[src/rtl/core/aoss_pkg.sv]
// Shared constants, field widths and helper functions of the oversampling scan sequencer.
package aoss_pkg;

    // Design sizes
    localparam int NUM_SLOTS   = 8;
    localparam int SAMPLE_BITS = 10;
    localparam int OUT_BITS    = 15;

    // Channel list holds eight 4-bit channel numbers
    localparam int LIST_SLOTS  = 8;
    localparam int CHAN_W      = 4;
    localparam int LIST_W      = LIST_SLOTS * CHAN_W;
    localparam int SLOT_W      = 3;
    localparam int SLOT_CNT_W  = 4;
    localparam int OS_W        = 3;
    localparam int MAX_OS_LOG2 = 6;
    localparam int SUM_W       = 16;
    localparam int CNT_W       = 7;
    localparam int MUX_W       = 3;

    // Effective slot limit: smaller of NUM_SLOTS and the list size
    localparam int SLOT_MAX    = (NUM_SLOTS < LIST_SLOTS) ? NUM_SLOTS : LIST_SLOTS;

    // Stream word widths
    localparam int S_DATA_W    = ((SAMPLE_BITS + 7) / 8) * 8;
    localparam int M_FIELDS_W  = MUX_W + 1 + SLOT_W + OUT_BITS;
    localparam int M_DATA_W    = ((M_FIELDS_W + 7) / 8) * 8;

    // Configuration register indexes
    localparam int CFG_IDX_W   = 2;
    localparam logic [CFG_IDX_W-1:0] CFG_CHANNEL_LIST    = 2'd0;
    localparam logic [CFG_IDX_W-1:0] CFG_SLOT_COUNT      = 2'd1;
    localparam logic [CFG_IDX_W-1:0] CFG_OVERSAMPLE_LOG2 = 2'd2;

    // Register reset values
    localparam logic [LIST_W-1:0]     CHANNEL_LIST_RST    = 32'h7654_3210;
    localparam logic [SLOT_CNT_W-1:0] SLOT_COUNT_RST      = 4'd8;
    localparam logic [OS_W-1:0]       OVERSAMPLE_LOG2_RST = 3'd5;

    // Clamp the oversampling exponent to the largest supported value
    function automatic logic [OS_W-1:0] clamp_os(input logic [OS_W-1:0] os);
        logic [OS_W-1:0] res;
        res = os;
        if (os > OS_W'(MAX_OS_LOG2))
        begin
            res = OS_W'(MAX_OS_LOG2);
        end
        return res;
    endfunction

    // Number of slots in use: zero counts as one, capped at SLOT_MAX
    function automatic logic [SLOT_CNT_W-1:0] slot_limit(input logic [SLOT_CNT_W-1:0] cnt);
        logic [SLOT_CNT_W-1:0] res;
        res = cnt;
        if (cnt == '0)
        begin
            res = SLOT_CNT_W'(1);
        end
        else if (cnt > SLOT_CNT_W'(SLOT_MAX))
        begin
            res = SLOT_CNT_W'(SLOT_MAX);
        end
        return res;
    endfunction

endpackage

[src/rtl/core/aoss_scale.sv]
// Scaling shifter: brings an oversampled sum to the output width.
module aoss_scale
(
    input  logic [aoss_pkg::SUM_W-1:0]    sum,
    input  logic [aoss_pkg::OS_W-1:0]     os,
    output logic [aoss_pkg::OUT_BITS-1:0] average
);

    localparam int TOTAL_W = aoss_pkg::SUM_W + aoss_pkg::OUT_BITS;
    localparam int SH_W    = 5;

    logic [SH_W-1:0]    total;
    logic [SH_W-1:0]    shift_left;
    logic [SH_W-1:0]    shift_right;
    logic [TOTAL_W-1:0] widened;
    logic [TOTAL_W-1:0] shifted;

    // Work out direction and distance of the shift
    always_comb
    begin
        total       = SH_W'(aoss_pkg::SAMPLE_BITS) + SH_W'(os);
        shift_left  = '0;
        shift_right = '0;
        if (total < SH_W'(aoss_pkg::OUT_BITS))
        begin
            shift_left = SH_W'(aoss_pkg::OUT_BITS) - total;
        end
        else if (total > SH_W'(aoss_pkg::OUT_BITS))
        begin
            shift_right = total - SH_W'(aoss_pkg::OUT_BITS);
        end
    end

    // Shift and keep the low output bits
    assign widened = TOTAL_W'(sum);
    assign shifted = (widened << shift_left) >> shift_right;
    assign average = shifted[aoss_pkg::OUT_BITS-1:0];

endmodule

[src/rtl/core/adc_oversampling_scan_sequencer.sv]
// Top level of the oversampling round-robin converter scan sequencer.
// Each accepted sample word loads the registered result word shown on m_tdata.
// Throughput: one sample word per cycle while s_tready is high; the accumulate, count and compare step is the loop.
// The result register frees up in the cycle it is taken, so s_tready stays high unless
// a result waits while m_tready is low.
// Reset (rst_n low, asynchronous): slot 0, sum and count cleared, registers to defaults.
module adc_oversampling_scan_sequencer
(
    input  logic                              clk,
    input  logic                              rst_n,
    // Configuration write channel
    input  logic                              cfg_valid,
    output logic                              cfg_ready,
    input  logic [aoss_pkg::CFG_IDX_W-1:0]    cfg_index,
    input  logic [aoss_pkg::LIST_W-1:0]       cfg_data,
    // Sample stream
    input  logic                              s_tvalid,
    output logic                              s_tready,
    input  logic [aoss_pkg::S_DATA_W-1:0]     s_tdata,  // sample[9:0], zero fill
    // Result stream
    output logic                              m_tvalid,
    input  logic                              m_tready,
    output logic [aoss_pkg::M_DATA_W-1:0]     m_tdata,  // next_mux[2:0], next_bank[3],
                                                        // done_slot[6:4], average[21:7], zero fill
    output logic                              m_tuser   // done_res
);

    // Configuration registers
    logic [aoss_pkg::LIST_W-1:0]     channel_list_reg;
    logic [aoss_pkg::SLOT_CNT_W-1:0] slot_count_reg;
    logic [aoss_pkg::OS_W-1:0]       oversample_log2_reg;

    // Scan state
    logic [aoss_pkg::SLOT_W-1:0] slot_position_reg, slot_position_next;
    logic [aoss_pkg::SUM_W-1:0]  running_sum_reg, running_sum_next;
    logic [aoss_pkg::CNT_W-1:0]  sample_count_reg, sample_count_next;

    // Result register
    logic                          out_valid_reg, out_valid_next;
    logic [aoss_pkg::MUX_W-1:0]    next_mux_reg, next_mux_next;
    logic                          next_bank_reg, next_bank_next;
    logic                          done_res_reg, done_res_next;
    logic [aoss_pkg::SLOT_W-1:0]   done_slot_reg, done_slot_next;
    logic [aoss_pkg::OUT_BITS-1:0] average_reg, average_next;

    // Step logic
    logic                            s_fire;
    logic [aoss_pkg::SAMPLE_BITS-1:0] sample;
    logic [aoss_pkg::OS_W-1:0]       os_eff;
    logic [aoss_pkg::SUM_W-1:0]      sum_acc;
    logic [aoss_pkg::CNT_W-1:0]      cnt_acc;
    logic [aoss_pkg::CNT_W-1:0]      target;
    logic                            done;
    logic [aoss_pkg::SLOT_CNT_W-1:0] slot_inc;
    logic [aoss_pkg::OUT_BITS-1:0]   scaled;
    logic [aoss_pkg::CHAN_W-1:0]     chan;

    assign cfg_ready = 1'b1;
    assign s_tready  = !out_valid_reg || m_tready;
    assign s_fire    = s_tvalid && s_tready;
    assign sample    = s_tdata[aoss_pkg::SAMPLE_BITS-1:0];

    // Write configuration registers
    always_ff @(posedge clk or negedge rst_n)
    begin
        if (!rst_n)
        begin
            channel_list_reg    <= aoss_pkg::CHANNEL_LIST_RST;
            slot_count_reg      <= aoss_pkg::SLOT_COUNT_RST;
            oversample_log2_reg <= aoss_pkg::OVERSAMPLE_LOG2_RST;
        end
        else if (cfg_valid && cfg_ready)
        begin
            case (cfg_index)
                aoss_pkg::CFG_CHANNEL_LIST:
                begin
                    channel_list_reg <= cfg_data;
                end
                aoss_pkg::CFG_SLOT_COUNT:
                begin
                    slot_count_reg <= cfg_data[aoss_pkg::SLOT_CNT_W-1:0];
                end
                aoss_pkg::CFG_OVERSAMPLE_LOG2:
                begin
                    oversample_log2_reg <= cfg_data[aoss_pkg::OS_W-1:0];
                end
                default:
                begin
                    // Drop writes to unused indexes
                end
            endcase
        end
    end

    // Scale the finished sum
    aoss_scale u_scale
    (
        .sum     (sum_acc),
        .os      (os_eff),
        .average (scaled)
    );

    // Accumulate, count, compare and advance the slot
    always_comb
    begin
        os_eff   = aoss_pkg::clamp_os(oversample_log2_reg);
        sum_acc  = running_sum_reg + aoss_pkg::SUM_W'(sample);
        cnt_acc  = sample_count_reg + aoss_pkg::CNT_W'(1);
        target   = aoss_pkg::CNT_W'(1) << os_eff;
        done     = (cnt_acc >= target);
        slot_inc = aoss_pkg::SLOT_CNT_W'(slot_position_reg) + aoss_pkg::SLOT_CNT_W'(1);

        slot_position_next = slot_position_reg;
        running_sum_next   = running_sum_reg;
        sample_count_next  = sample_count_reg;
        if (s_fire)
        begin
            running_sum_next  = sum_acc;
            sample_count_next = cnt_acc;
            if (done)
            begin
                running_sum_next  = '0;
                sample_count_next = '0;
                if (slot_inc >= aoss_pkg::slot_limit(slot_count_reg))
                begin
                    slot_position_next = '0;
                end
                else
                begin
                    slot_position_next = slot_inc[aoss_pkg::SLOT_W-1:0];
                end
            end
        end
    end

    // Build the result word for the accepted sample
    always_comb
    begin
        chan           = channel_list_reg[slot_position_next * aoss_pkg::CHAN_W +: aoss_pkg::CHAN_W];
        next_mux_next  = chan[aoss_pkg::MUX_W-1:0];
        next_bank_next = chan[aoss_pkg::CHAN_W-1];
        done_res_next  = done;
        done_slot_next = done ? slot_position_reg : '0;
        average_next   = done ? scaled : '0;
        out_valid_next = out_valid_reg;
        if (s_fire)
        begin
            out_valid_next = 1'b1;
        end
        else if (m_tready)
        begin
            out_valid_next = 1'b0;
        end
    end

    // Hold control state
    always_ff @(posedge clk or negedge rst_n)
    begin
        if (!rst_n)
        begin
            slot_position_reg <= '0;
            running_sum_reg   <= '0;
            sample_count_reg  <= '0;
            out_valid_reg     <= 1'b0;
        end
        else
        begin
            slot_position_reg <= slot_position_next;
            running_sum_reg   <= running_sum_next;
            sample_count_reg  <= sample_count_next;
            out_valid_reg     <= out_valid_next;
        end
    end

    // Load the result word on each accepted sample
    always_ff @(posedge clk)
    begin
        if (s_fire)
        begin
            next_mux_reg  <= next_mux_next;
            next_bank_reg <= next_bank_next;
            done_res_reg  <= done_res_next;
            done_slot_reg <= done_slot_next;
            average_reg   <= average_next;
        end
    end

    assign m_tvalid = out_valid_reg;
    assign m_tuser  = done_res_reg;
    assign m_tdata  = aoss_pkg::M_DATA_W'({average_reg, done_slot_reg, next_bank_reg, next_mux_reg});

    // Count never passes the largest oversampling target
    a_count_bound: assert property (@(posedge clk) disable iff (!rst_n)
        sample_count_reg <= aoss_pkg::CNT_W'(1 << aoss_pkg::MAX_OS_LOG2))
        else $error("sample count beyond largest target");

    // A completed average clears the sum and count
    a_done_clears: assert property (@(posedge clk) disable iff (!rst_n)
        s_fire && done |=> running_sum_reg == '0 && sample_count_reg == '0)
        else $error("sum or count not cleared after completion");

    // A completed average reports the slot that was current
    a_done_slot: assert property (@(posedge clk) disable iff (!rst_n)
        s_fire && done |=> done_slot_reg == $past(slot_position_reg) && done_res_reg)
        else $error("completed slot mismatch");

    // Without completion the slot and value fields stay zero
    a_idle_fields: assert property (@(posedge clk) disable iff (!rst_n)
        m_tvalid && !m_tuser |-> done_slot_reg == '0 && average_reg == '0)
        else $error("result fields set without completion");

    // A sample accepted while a result waits would overwrite it
    a_no_overrun: assert property (@(posedge clk) disable iff (!rst_n)
        out_valid_reg && !m_tready |-> !s_tready)
        else $error("sample accepted over a stalled result");

endmodule
[config.mk]
export PLATFORM = sky130hd
export DESIGN_NAME = adc_oversampling_scan_sequencer
export DESIGN_NICKNAME = d
export VERILOG_FILES = /design/src/rtl/core/aoss_pkg.sv /design/src/rtl/core/aoss_scale.sv /design/src/rtl/core/adc_oversampling_scan_sequencer.sv
export SDC_FILE = /design/constraint.sdc
export NUM_CORES = 1
export LEC_CHECK = 0
export ABC_AREA = 1
export ABC_CLOCK_PERIOD_IN_PS = 9430
export BUFFER_PORTS_ARGS = -buffer_cell sky130_fd_sc_hd__buf_2
export CELL_PAD_IN_SITES_DETAIL_PLACEMENT = 0
export CELL_PAD_IN_SITES_GLOBAL_PLACEMENT = 1
export CORE_MARGIN = 10
export CORE_UTILIZATION = 47
export DETAILED_ROUTE_END_ITERATION = 16
export HOLD_SLACK_MARGIN = 0.05
export PLACE_DENSITY_LB_ADDON = 0.1
export REMOVE_ABC_BUFFERS = 1
export SYNTH_ARGS = -nofsm -noshare
export SYNTH_HDL_FRONTEND = slang
export SYNTH_SLANG_ARGS = --single-unit
export TNS_END_PERCENT = 50
[constraint.sdc]
create_clock -name clk -period 9.43 [get_ports clk]
set_input_delay 1.886 -clock clk [delete_from_list [all_inputs] [get_ports clk]]
set_output_delay 1.886 -clock clk [all_outputs]
set_load 0.02 [all_outputs]
======== Word level (Yosys, flattened, before mapping) ========
Cells that the tools add are included.
operators by class
  mux-type cells .......................... 15
  equality and inequality tests ........... 2
  add/sub/neg operators ................... 6
  bitwise gates (word level) .............. 0
  reductions and logical operators ........ 9
  shifts and indexed selects .............. 4
  divide/modulo/power cells ............... 0
  $lt $le $gt $ge ......................... 6
  $mul .................................... 0
operators by type and width
  kind                 count
  $shiftx 32x6->4      1
  $shl 16x5->31        1
  $shr 31x5->15        1
  $add 16x10->16       1
  $mux 16              1
  $mux 4               4
  $mux 5               3
  $mux 3               4
  $add 7x1->7 const B  1
  $ge 7x7->1           1
  $mux 7               1
  $shl 1x3->7 const A  1
  $reduce_and 2->1     3
  $add 4x3->5 const A  1
  $gt 5x4->1 const B   1
  $lt 5x4->1 const B   1
  $sub 4x5->5 const A  1
  $sub 5x4->5 const B  1
  $add 3x1->4 const B  1
  $ge 4x4->1           1
  $gt 4x4->1 const B   1
  $logic_not 4->1      1
  $gt 3x3->1 const B   1
  $eq 2x1->1 const B   1
  other kinds (7)      8
storage, ports and cells
  bits in registers ....................... 89
  memories kept ........................... 0
  RAM bits ................................ 0
  bits in latches ......................... 0
  memory bits (read-only) ................. 0

======== Logic depth before layout (Yosys ltp) ========
Gate-level depths: netlist of the first run.
  depth in word-level cells ............... 11
  mapped depth ............................ 23
  gate-level depth less buffers ........... 22

======== Hierarchy ========
From an unflattened synthesis of the first run, not the netlist that was laid out.
unflattened totals
  cells, all modules ...................... 871
  area, all modules ....................... 6,413.7 µm²
by module, submodules not included
  module                           sequential area each (µm²)  area each (µm²)  cells each  times used
  adc_oversampling_scan_sequencer  2,361.0                     4,923.5          563         1
  aoss_scale                       0.0                         1,490.2          308         1

======== Least setup slack after synthesis of the first run ========
Ideal clock, no wire load.
  path kind ............................... input to register
  start ................................... input port s_tdata[0] (netlist name)
  end ..................................... register average_reg[10] (netlist name), data pin
  path buffers ............................ 0
  arrival ................................. 3,805 ps
  data required time ...................... 9,175 ps
  stages on the path ...................... 18
  slack ................................... 5,370 ps
  cells stage by stage .................... ha_1 inv_1 fa_1 inv_1 nand3_1 nand2_2 nand3_1 nand2_2 nand2_2 nand2_2 nand2_2 nand3_2 nand3_1 nand3_1 nand3_1 nand3_1 nand3_1 and2_1
on the way
  word-level cells in the longest chain between the ends .. 3
RTL lines
  item                    line                                    RTL
  start: declaration      adc_oversampling_scan_sequencer.sv:19   input logic [aoss_pkg::S_DATA_W-1:0] s_tdata,
  $add 16x10->16          adc_oversampling_scan_sequencer.sv:107  sum_acc = running_sum_reg + aoss_pkg::SUM_W'(sample);
  $shl 16x5->31           aoss_scale.sv:36                        assign shifted = (widened << shift_left) >> shift_right;
  $shr 31x5->15           aoss_scale.sv:36
  end signal: assignment  adc_oversampling_scan_sequencer.sv:184  average_reg <= average_next;
  end: declaration        adc_oversampling_scan_sequencer.sv:44   logic [aoss_pkg::OUT_BITS-1:0] average_reg, average_next;
Every way passes these cells.
A chain may end at the register's enable or synchronous reset.

======== Final worst setup path of the first run ========
Ends and elaborated chain as after synthesis.

==> results by stage, run 1 <==
Drt:
- The via count of the routed design is between 6000 and 7000.
- The first routing iteration left between 400 and 500 violations.
- Using the TritonRoute via totals, the vias-per-cell ratio works out to around 5.5.
- For this run, design rule violations remaining after detail routing come to 0.
- The routed length per placed instance is 15.6 µm.
- Before antenna repair, the detailed router went through 5 iterations.
- The total detailed-routing wirelength is 18.5 mm.
- The number of nets with antenna violations after routing is 0.

Yosys:
- The number of synthesized flops with an enable pin is 23.
- The proportion of synthesized flip-flops having asynchronous set or reset is 74.2%.
- Synthesis produced 946 cells.
- The number of unique standard cell types used by synthesis is 47.
- For this run, the number of Yosys warnings is 0.
- The mean area per synthesized cell is 7.43 µm².
- The cell area that synthesis handed to floorplanning was 7030 µm².
- The post-synthesis sequential element count is 89.
- The biggest area contributor in the post-synthesis netlist is dfrtp_1.
- Of the synthesized area, sequential elements account for roughly a third.
- Sorting the synthesized cells by area gives the leading types as dfrtp_1, nand3_1, nand2_1, edfxtp_1, dfstp_2.
- In the synthesized netlist the dominant register cell turns out to be dfrtp_1.
- The top cell type by area accounts for 18.2% of the synthesized area.

Critical path:
- The required time at the worst-slack endpoint is ~9600 ps.
- The most critical setup path has its endpoint at average_reg[10]$_SDFFCE_PP0P_.
- For flop-to-flop paths, the worst setup slack is 5290 ps.
- The worst-case reg-to-reg path depth is 10.
- The worst setup path category is in2reg.
- Of all nets on the critical path, the largest fanout is 4.
- In this design, the largest share of critical-path delay is due to simple AND/OR/NAND/NOR gates.
- The endpoint identified for the worst register-to-register timing path is average_reg[1]$_SDFFCE_PP0P_.
- The arrival time at the worst endpoint is 4440 ps.
- The sort of element at the start of the critical path is an input pin.
- The type of element capturing the critical path is a flop.
- The startpoint of the most critical register-to-register path is oversample_log2_reg[1]$_DFFE_PN0P_.
- The critical path contains buffers and inverters numbering 3 combined.
- Walking the worst path, the cells encountered are buf_2 > ha_1 > inv_1 > fa_1 > inv_1 > nand3_1 > nand2_2 > nand3_1 > nand2_2 > nand2_2 > nand2_2 > nand2_2 > nand3_2 > nand3_1 > nand3_1 > nand3_1 > nand3_1 > nand3_1 > and2_1.
- The cell type of the slowest stage on the worst timing path is fa_1.
- The critical path crosses 19 cells after its start point.
- For this run, the slowest stage of the critical path takes 410 ps.
- The most numerous cell type found on the critical path is nand3_1.
- In this run the worst setup path begins at s_tdata[0].

Power:
- The power density relative to cell area is 289 nW/µm².
- The peak supply drop is ~170 µV.
- The static leakage is around 3.8 nW.

Timing:
- The number of endpoints with negative hold slack in the final report is 0.
- Setup slack closes at roughly 5100 ps.
- The transition at the pin with the smallest max-transition slack is ~990 ps.
- Setup violations remaining at the end of the flow were counted as 0.
- The worst slew margin relative to its limit is around 34%.
- The total count of max-transition violations in the final report is 0.
- The worst-case clock skew is about 8.9 ps.
- Setup repair after global routing left no endpoint under its margin.
- The maximum clock frequency is 0.231 GHz.
- The final setup TNS is 0 ps.
- The final-layout worst hold slack is roughly 500 ps.
- The final worst-path cycle share is between 40 and 50%.
- The final critical-path required period is around 4300 ps.

Floorplan:
- The area enclosed by the die boundary is 20200 µm².
- From left edge to right edge, the die measures 142 µm.
- After floorplanning, the core was divided into 44 placement rows.
- The initial cell density of the core is 48.2%.
- In this run the count of I/O pins placed on the die edge is 83.
- The die outline height is 142 µm.
- The core region is 14600 µm².

Clock network:
- The count of H-tree levels built during CTS is 3.
- The number of hold buffers added after CTS was 0.
- The clock insertion delay at the later pin of the skew report is between 300 and 400 ps.
- The buffer levels on the longest clock path is 2.
- TritonCTS created 9 clock buffers.
- The number of buffers inserted by post-CTS setup repair is 0.
- In this run, post-CTS repair resized a total of 0 instances.
- Clock tree synthesis found a total of 89 sinks.
- The clock root buffer is clkbuf_16.
- TritonCTS built the clock tree.
- The CTS clock-pin slew for the worst setup and hold paths is ~80 ps.

Layout:
- The register with the most flip-flops in the layout has 32 of them.
- The final antenna diode count is 0.
- The fill cell instance count of the final layout is 1503.
- The area growth from synthesis to layout is 9.88%.
- After the last flow step, the layout net total stands at 1081.
- After routing the design area is 7720 µm².
- Of the cells placed in the final design, the portion with a size suffix greater than 1 is 20.7%.
- At the end of the flow the core is filled with cells to 52.9%.
- The library cell used most frequently in the layout, excluding fill and tap cells, is nand3_1.
- In the layout the commonest cells are nand3_1, nand2_1, inv_1, buf_2, dfrtp_1.

Global route:
- The number of global-route vias before repair was around 6500.
- For met2 alone, demand over resource in global routing was 31.2%.
- The met1 track demand over resource in global routing is 24.4%.
- After global routing the overflow that remains totals 0.
- The global-route usage over all layers is a little under a fifth.
- For this run, global-route usage on met3 was measured as 3.20%.
- The first global-routing pass estimated between 30 and 40 mm of wire.
- The initial antenna violation count is 0.
- The most congested layer reported by global routing is met2.
- Entering global routing, the biggest net connects 67 pins.

Placed design:
- At the end of routability-driven placement, the weighted congestion stood at 0.859.
- OpenSTA, run right after detailed placement, puts the worst setup slack at about 4700 ps.
- The count of input and output buffers is 73.
- The estimated wirelength of the detail-placed design is 13.7 mm.
- After detailed placement, the total cell area comes to 7420 µm².

Run status:
- The run finished with clean final reports.

Run:
- The max-cap check violation count is 0.

Min path:
- The worst hold path class is reg2reg.
per-stage QoR:
step	power, mW	std cells
6_report	2.23	1184
5_1_grt	2.45	1184
4_1_cts	2.25	1184
3_5_place_dp	1.88	1168
3_3_place_gp	1.87	1168
2_1_floorplan	1.54	905
Yosys cell counts, types with 7 or more instances:
cell type,instances
clkbuf_1,7
inv_1,79
ha_1,29
nand4_1,16
nand2_1,204
o21ai_0,44
nor2_1,43
edfxtp_1,23
dfrtp_1,51
a21oi_1,21
o22ai_1,13
nand3_1,232
dfstp_2,15
nand2_2,17
mux2_2,28
xor2_1,7
buf_2,24
nand3_2,29
layout make-up:
cell class	count	area (µm²)	share of cell area (%)
timing repair buffer	79	410	5.32
clock inverter	7	72.6	0.940
tap	184	230	2.98
sequential	89	2360	30.6
multi-input combinational	727	4090	52.9
clock buffer	9	225	2.92
inverter	89	337	4.36
worst min path at each step:
| stage | from | endpoint | slack [ps] | cells past startpoint |
|---|---|---|---|---|
| 2_1_floorplan | channel_list_reg[0]$_DFFE_PN0P_ | channel_list_reg[0]$_DFFE_PN0P_ | 450 | 2 |
| 3_3_place_gp | channel_list_reg[0]$_DFFE_PN0P_ | channel_list_reg[0]$_DFFE_PN0P_ | 470 | 2 |
| 3_5_place_dp | channel_list_reg[1]$_DFFE_PN0P_ | channel_list_reg[1]$_DFFE_PN0P_ | 480 | 2 |
| 4_1_cts | channel_list_reg[1]$_DFFE_PN0P_ | channel_list_reg[1]$_DFFE_PN0P_ | 490 | 2 |
| 5_1_grt | running_sum_reg[6]$_DFFE_PN0P_ | running_sum_reg[6]$_DFFE_PN0P_ | 510 | 2 |
| 6_report | channel_list_reg[1]$_DFFE_PN0P_ | channel_list_reg[1]$_DFFE_PN0P_ | 490 | 2 |
cells by family (layout without fill, tap and decap cells):
group	count (synthesis)	after routing	share of synthesized area, %
other	2	3	0.107
adder cells (fa/ha/maj)	31	31	5.73
multiplexers	28	28	4.49
AO/OA/AOI/OAI	95	95	7.82
XOR/XNOR	9	9	1.12
AND/OR/NAND/NOR	561	561	38.8
buffers and inverters	131	184	8.32
flip-flops	89	89	33.6
worst min-delay path, delay by kind of cell (launching register included):
| kind | cells | cell delay [ps] |
|---|---|---|
| compound gates | 1 | 60 |
| flops | 1 | 350 |
| simple gates | 1 | 50 |
where the power goes:
group	switching, mW	total [mW]	internal [mW]
clock network	0.180	0.367	0.187
registers	0.0562	0.597	0.541
logic	0.848	1.27	0.422
routing by layer:
metal  share of wire [%]  wire [µm]
met1                  46       8490
met5                   0          0
met4                 1.7        314
met2                  48       8890
met3                 4.4        817
(Power assumes the default switching activity.)
==> run 2: changes to the inputs <==
Settings changed: ABC_AREA 1 to 0, ABC_CLOCK_PERIOD_IN_PS 9430 to 4300, CORE_UTILIZATION 47 to 46.
Clock period 9.43 ns to 4.3 ns, I/O delays scaled along.
==> results by stage, run 2 <==
Yosys:
- In this run the cell area of the synthesized design comes to about 7200 µm².
- The most frequently used flop master after synthesis is dfrtp_1.
- In the post-synthesis netlist, the biggest area contributors are dfrtp_1, edfxtp_1, mux2_2, dfstp_2, nand2_1.
- The Yosys step of the flow raised 0 warnings.
- Summed over all instances, the cell type with the most area after synthesis is dfrtp_1.
- The most instantiated library cell after synthesis is nand2_1.
- In this run, synthesis inferred 23 flip-flops with an integrated enable.
- In the synthesized netlist, the number of instances is 800.
- After synthesis, the share of flip-flops with an asynchronous set or reset is 74.2%.
- The top cell type by area accounts for around 18% of the synthesized area.
- After synthesis the netlist holds a flip-flop and latch count of between 80 and 90.
- The mean area per synthesized cell is 9.05 µm².
- The number of different library cells used by synthesis comes to 92.
- After synthesis, the most frequently instantiated cells are nand2_1, o21ai_0, dfrtp_1, nor2_1, mux2_2.
- Summing the sequential cell areas from Yosys gives 32.6% of the chip area.

Global route:
- The pin count of the biggest net entering global routing is 42.
- The initial antenna violation count is 0.
- Global routing used 18.7% of the available tracks.
- The global-route wire length before repair is 33.3 mm.
- The number of global-route vias before repair is 6546.
- The total overflow left after global routing is 0.

Clock network:
- The count of H-tree levels built during CTS is 3.
- The buffer levels on the longest clock path is 2.
- The clock net sink count is 89.
- The clock root buffer is clkbuf_16.
- The clock tree from TritonCTS is yes.
- Clock tree synthesis inserted a total of 9 buffers.
- The CTS clock-pin slew for the worst setup and hold paths is 70 ps.
- The clock insertion delay at the later pin of the skew report is 350 ps.
- Buffers inserted to repair hold after CTS numbered 0.
- The post-cts repair resize count is 0.
- Buffers added to address setup during post-CTS repair amount to 0.

Drt:
- The total DRC errors in the routed layout is 0.
- The length of the first detailed-routing pass in iterations is 4.
- In this run the remaining antenna-violating nets after routing total 0.
- The routed layout has around 6500 vias.
- The first-iteration detailed-routing DRC count is 449.
- In the final routed layout, each cell accounts on average for 18.5 µm.
- The detailed-route vias per instance is 5.98.
- The total detailed-routing wirelength is 20.1 mm.

Layout:
- Excluding fillers, the count of instances in the completed layout stands at roughly 1100.
- The final antenna diode count is 0.
- In the layout the commonest cells are nand2_1, buf_2, o21ai_0, nor2_1, dfrtp_1.
- The register with the most flip-flops in the layout has 32 of them.
- In the final layout, the share of cells above drive strength 1 is a little over a quarter.
- The most common library cell in the layout ignoring fill and taps is nand2_1.
- From synthesis to final layout, the design area changed by 13.8%.
- The final layout contains between 900 and 1000 nets.
- The finished cells cover 8240 µm².

Timing:
- Once routing completed, OpenROAD measured the worst setup slack at 208 ps.
- Setup violations remaining at the end of the flow were counted as 0.
- The number of endpoints with negative hold slack in the final report came to 0.
- The total count of max-transition violations in the final report is 0.
- Setup repair after global routing left no endpoint under its margin.
- The worst path uses a little over nine tenths of the clock period.
- The final critical-path required period is between 4000 and 5000 ps.
- The worst-case clock skew is 5.76 ps.
- Static timing analysis puts the maximum clock frequency at 0.244 GHz.
- The transition at the pin with the smallest max-transition slack is 940 ps.
- The worst slew margin relative to its limit is 37.4%.

Floorplan:
- The initial utilization of the core area, before any placement, comes to roughly 47%.
- The chip width is 145 µm.
- 83 I/O pins were placed.
- The floorplan step set the die height to 145 µm.
- The standard-cell row count is 45.
- The die covers 21200 µm².
- The floorplan step defined a core boundary enclosing 15300 µm².

Power:
- The peak supply drop is 342 µV.
- The power density relative to cell area is approximately 630 nW/µm².
- For this design the static power due to leakage is 3.53 nW.
- The design draws 5.21 mW.

Placed design:
- The routability congestion estimate from global placement is 0.913.
- The worst slack at placement is around 35 ps.
- After legalization and detailed placement, the total HPWL measured 15.3 mm.
- Input and output buffers added on the ports amount to 73.
- The placed instances occupy a cell area of 7950 µm².
- The post-placement cell count is 1071.

Critical path:
- STA classifies the critical path startpoint as a flop.
- The highest cell delay on the worst timing path is 610 ps.
- The buffer and inverter count on the worst path is 0.
- Along the worst path, the maximum fanout reaches 9.
- The cell type of the slowest stage on the worst timing path is mux4_1.
- The signal on the critical path passes through ha_1 > nor4_1 > ha_1 > nand2b_1 > a21o_1 > a21o_1 > a21o_1 > a21o_1 > a21o_1 > a21o_1 > and2_4 > mux2i_4 > mux4_1 > mux2_2.
- STA puts the critical path data required time at 4400 ps.
- The cell seen most often among critical-path stages is a21o_1.
- The arrival time at the worst endpoint is 4190 ps.
- The type of element capturing the critical path is a flop.
- The critical path's top delay family is multiplexers.
- The worst setup path category is reg2reg.

Run status:
- The flow ran to the end, and the final reports show no timing, DRC or antenna violations.

Run:
- The max-cap check violation count is 0.

Min path:
- The worst hold path class is reg2reg.
-- run 2: changes by cell type after synthesis, moves of 19 or more --
| cell | delta |
|---|---|
| inv_1 | -63 |
| mux2_2 | +20 |
| clkbuf_1 | +33 |
| nand2_1 | -105 |
| nand3_1 | -188 |
| a21o_1 | +19 |
| nand3_2 | -28 |
-- run 2: worst paths after layout --
path	from	end	slack, ps	cells past startpoint
setup / recovery	oversample_log2_reg[1]$_DFFE_PN0P_	next_mux_reg[2]$_DFFE_PP_	210	14
hold / removal	running_sum_reg[4]$_DFFE_PN0P_	running_sum_reg[4]$_DFFE_PN0P_	490	2
setup reg to reg	oversample_log2_reg[1]$_DFFE_PN0P_	next_mux_reg[2]$_DFFE_PP_	210	14
hold reg to reg	running_sum_reg[4]$_DFFE_PN0P_	running_sum_reg[4]$_DFFE_PN0P_	490	2
max in group asynchronous	rst_n	channel_list_reg[18]$_DFFE_PN1P_	2720	2
min in group asynchronous	rst_n	running_sum_reg[13]$_DFFE_PN0P_	640	1
-- run 2: tightest hold or removal path, stage by stage, from the launching register on --
cell,delay (ps)
dfrtp_1,350
nand2_1,50
o31ai_1,50
-- run 2: where the power goes --
part	leakage (nW)	switching [mW]	internal (mW)
registers	1.02	0.128	1.13
logic	2.37	1.87	1.29
clock network	0.143	0.382	0.410
total	3.53	2.38	2.83
-- run 2: final cells by class --
cell class	count	area (µm²)
multi-input combinational	636	4560
clock inverter	7	72.6
clock buffer	9	225
sequential	89	2360
inverter	19	71.3
fill	1447	7070
timing repair buffer	116	688
tap	211	264
-- run 2: logic make-up (layout without fill, tap and decap cells) --
logic type	after synthesis	count (layout)	share of synthesized area, %
flops	89	89	32.6
xor+xnor	10	10	1.42
compound gates	244	244	23.9
other cells	2	3	0.104
fa+ha+maj	31	31	5.56
simple gates	270	270	17.7
mux	78	78	14.1
buf+inv	76	151	4.53
-- run 2: layer usage --
layer  up-vias  part of all wire, %  global-route usage, %  routed length, µm
met5         -                    0                      0                  0
met4         0                  1.5                   5.36                306
met3        23                  5.4                   4.04               1090
met2       179                   49                   31.6               9800
met1      3150                   44                   23.5               8870
li1       3152                    -                      -                  -
-- run 2: metrics by stage --
step                utilization, %  hold WS (ps)  setup TNS, ps
floorplan                        -           453          -1950
global placement              51.9           466              0
detailed placement            51.9           479              0
CTS                           53.8           494              0
global route                  53.8           523              0
finish                        53.8           488              0
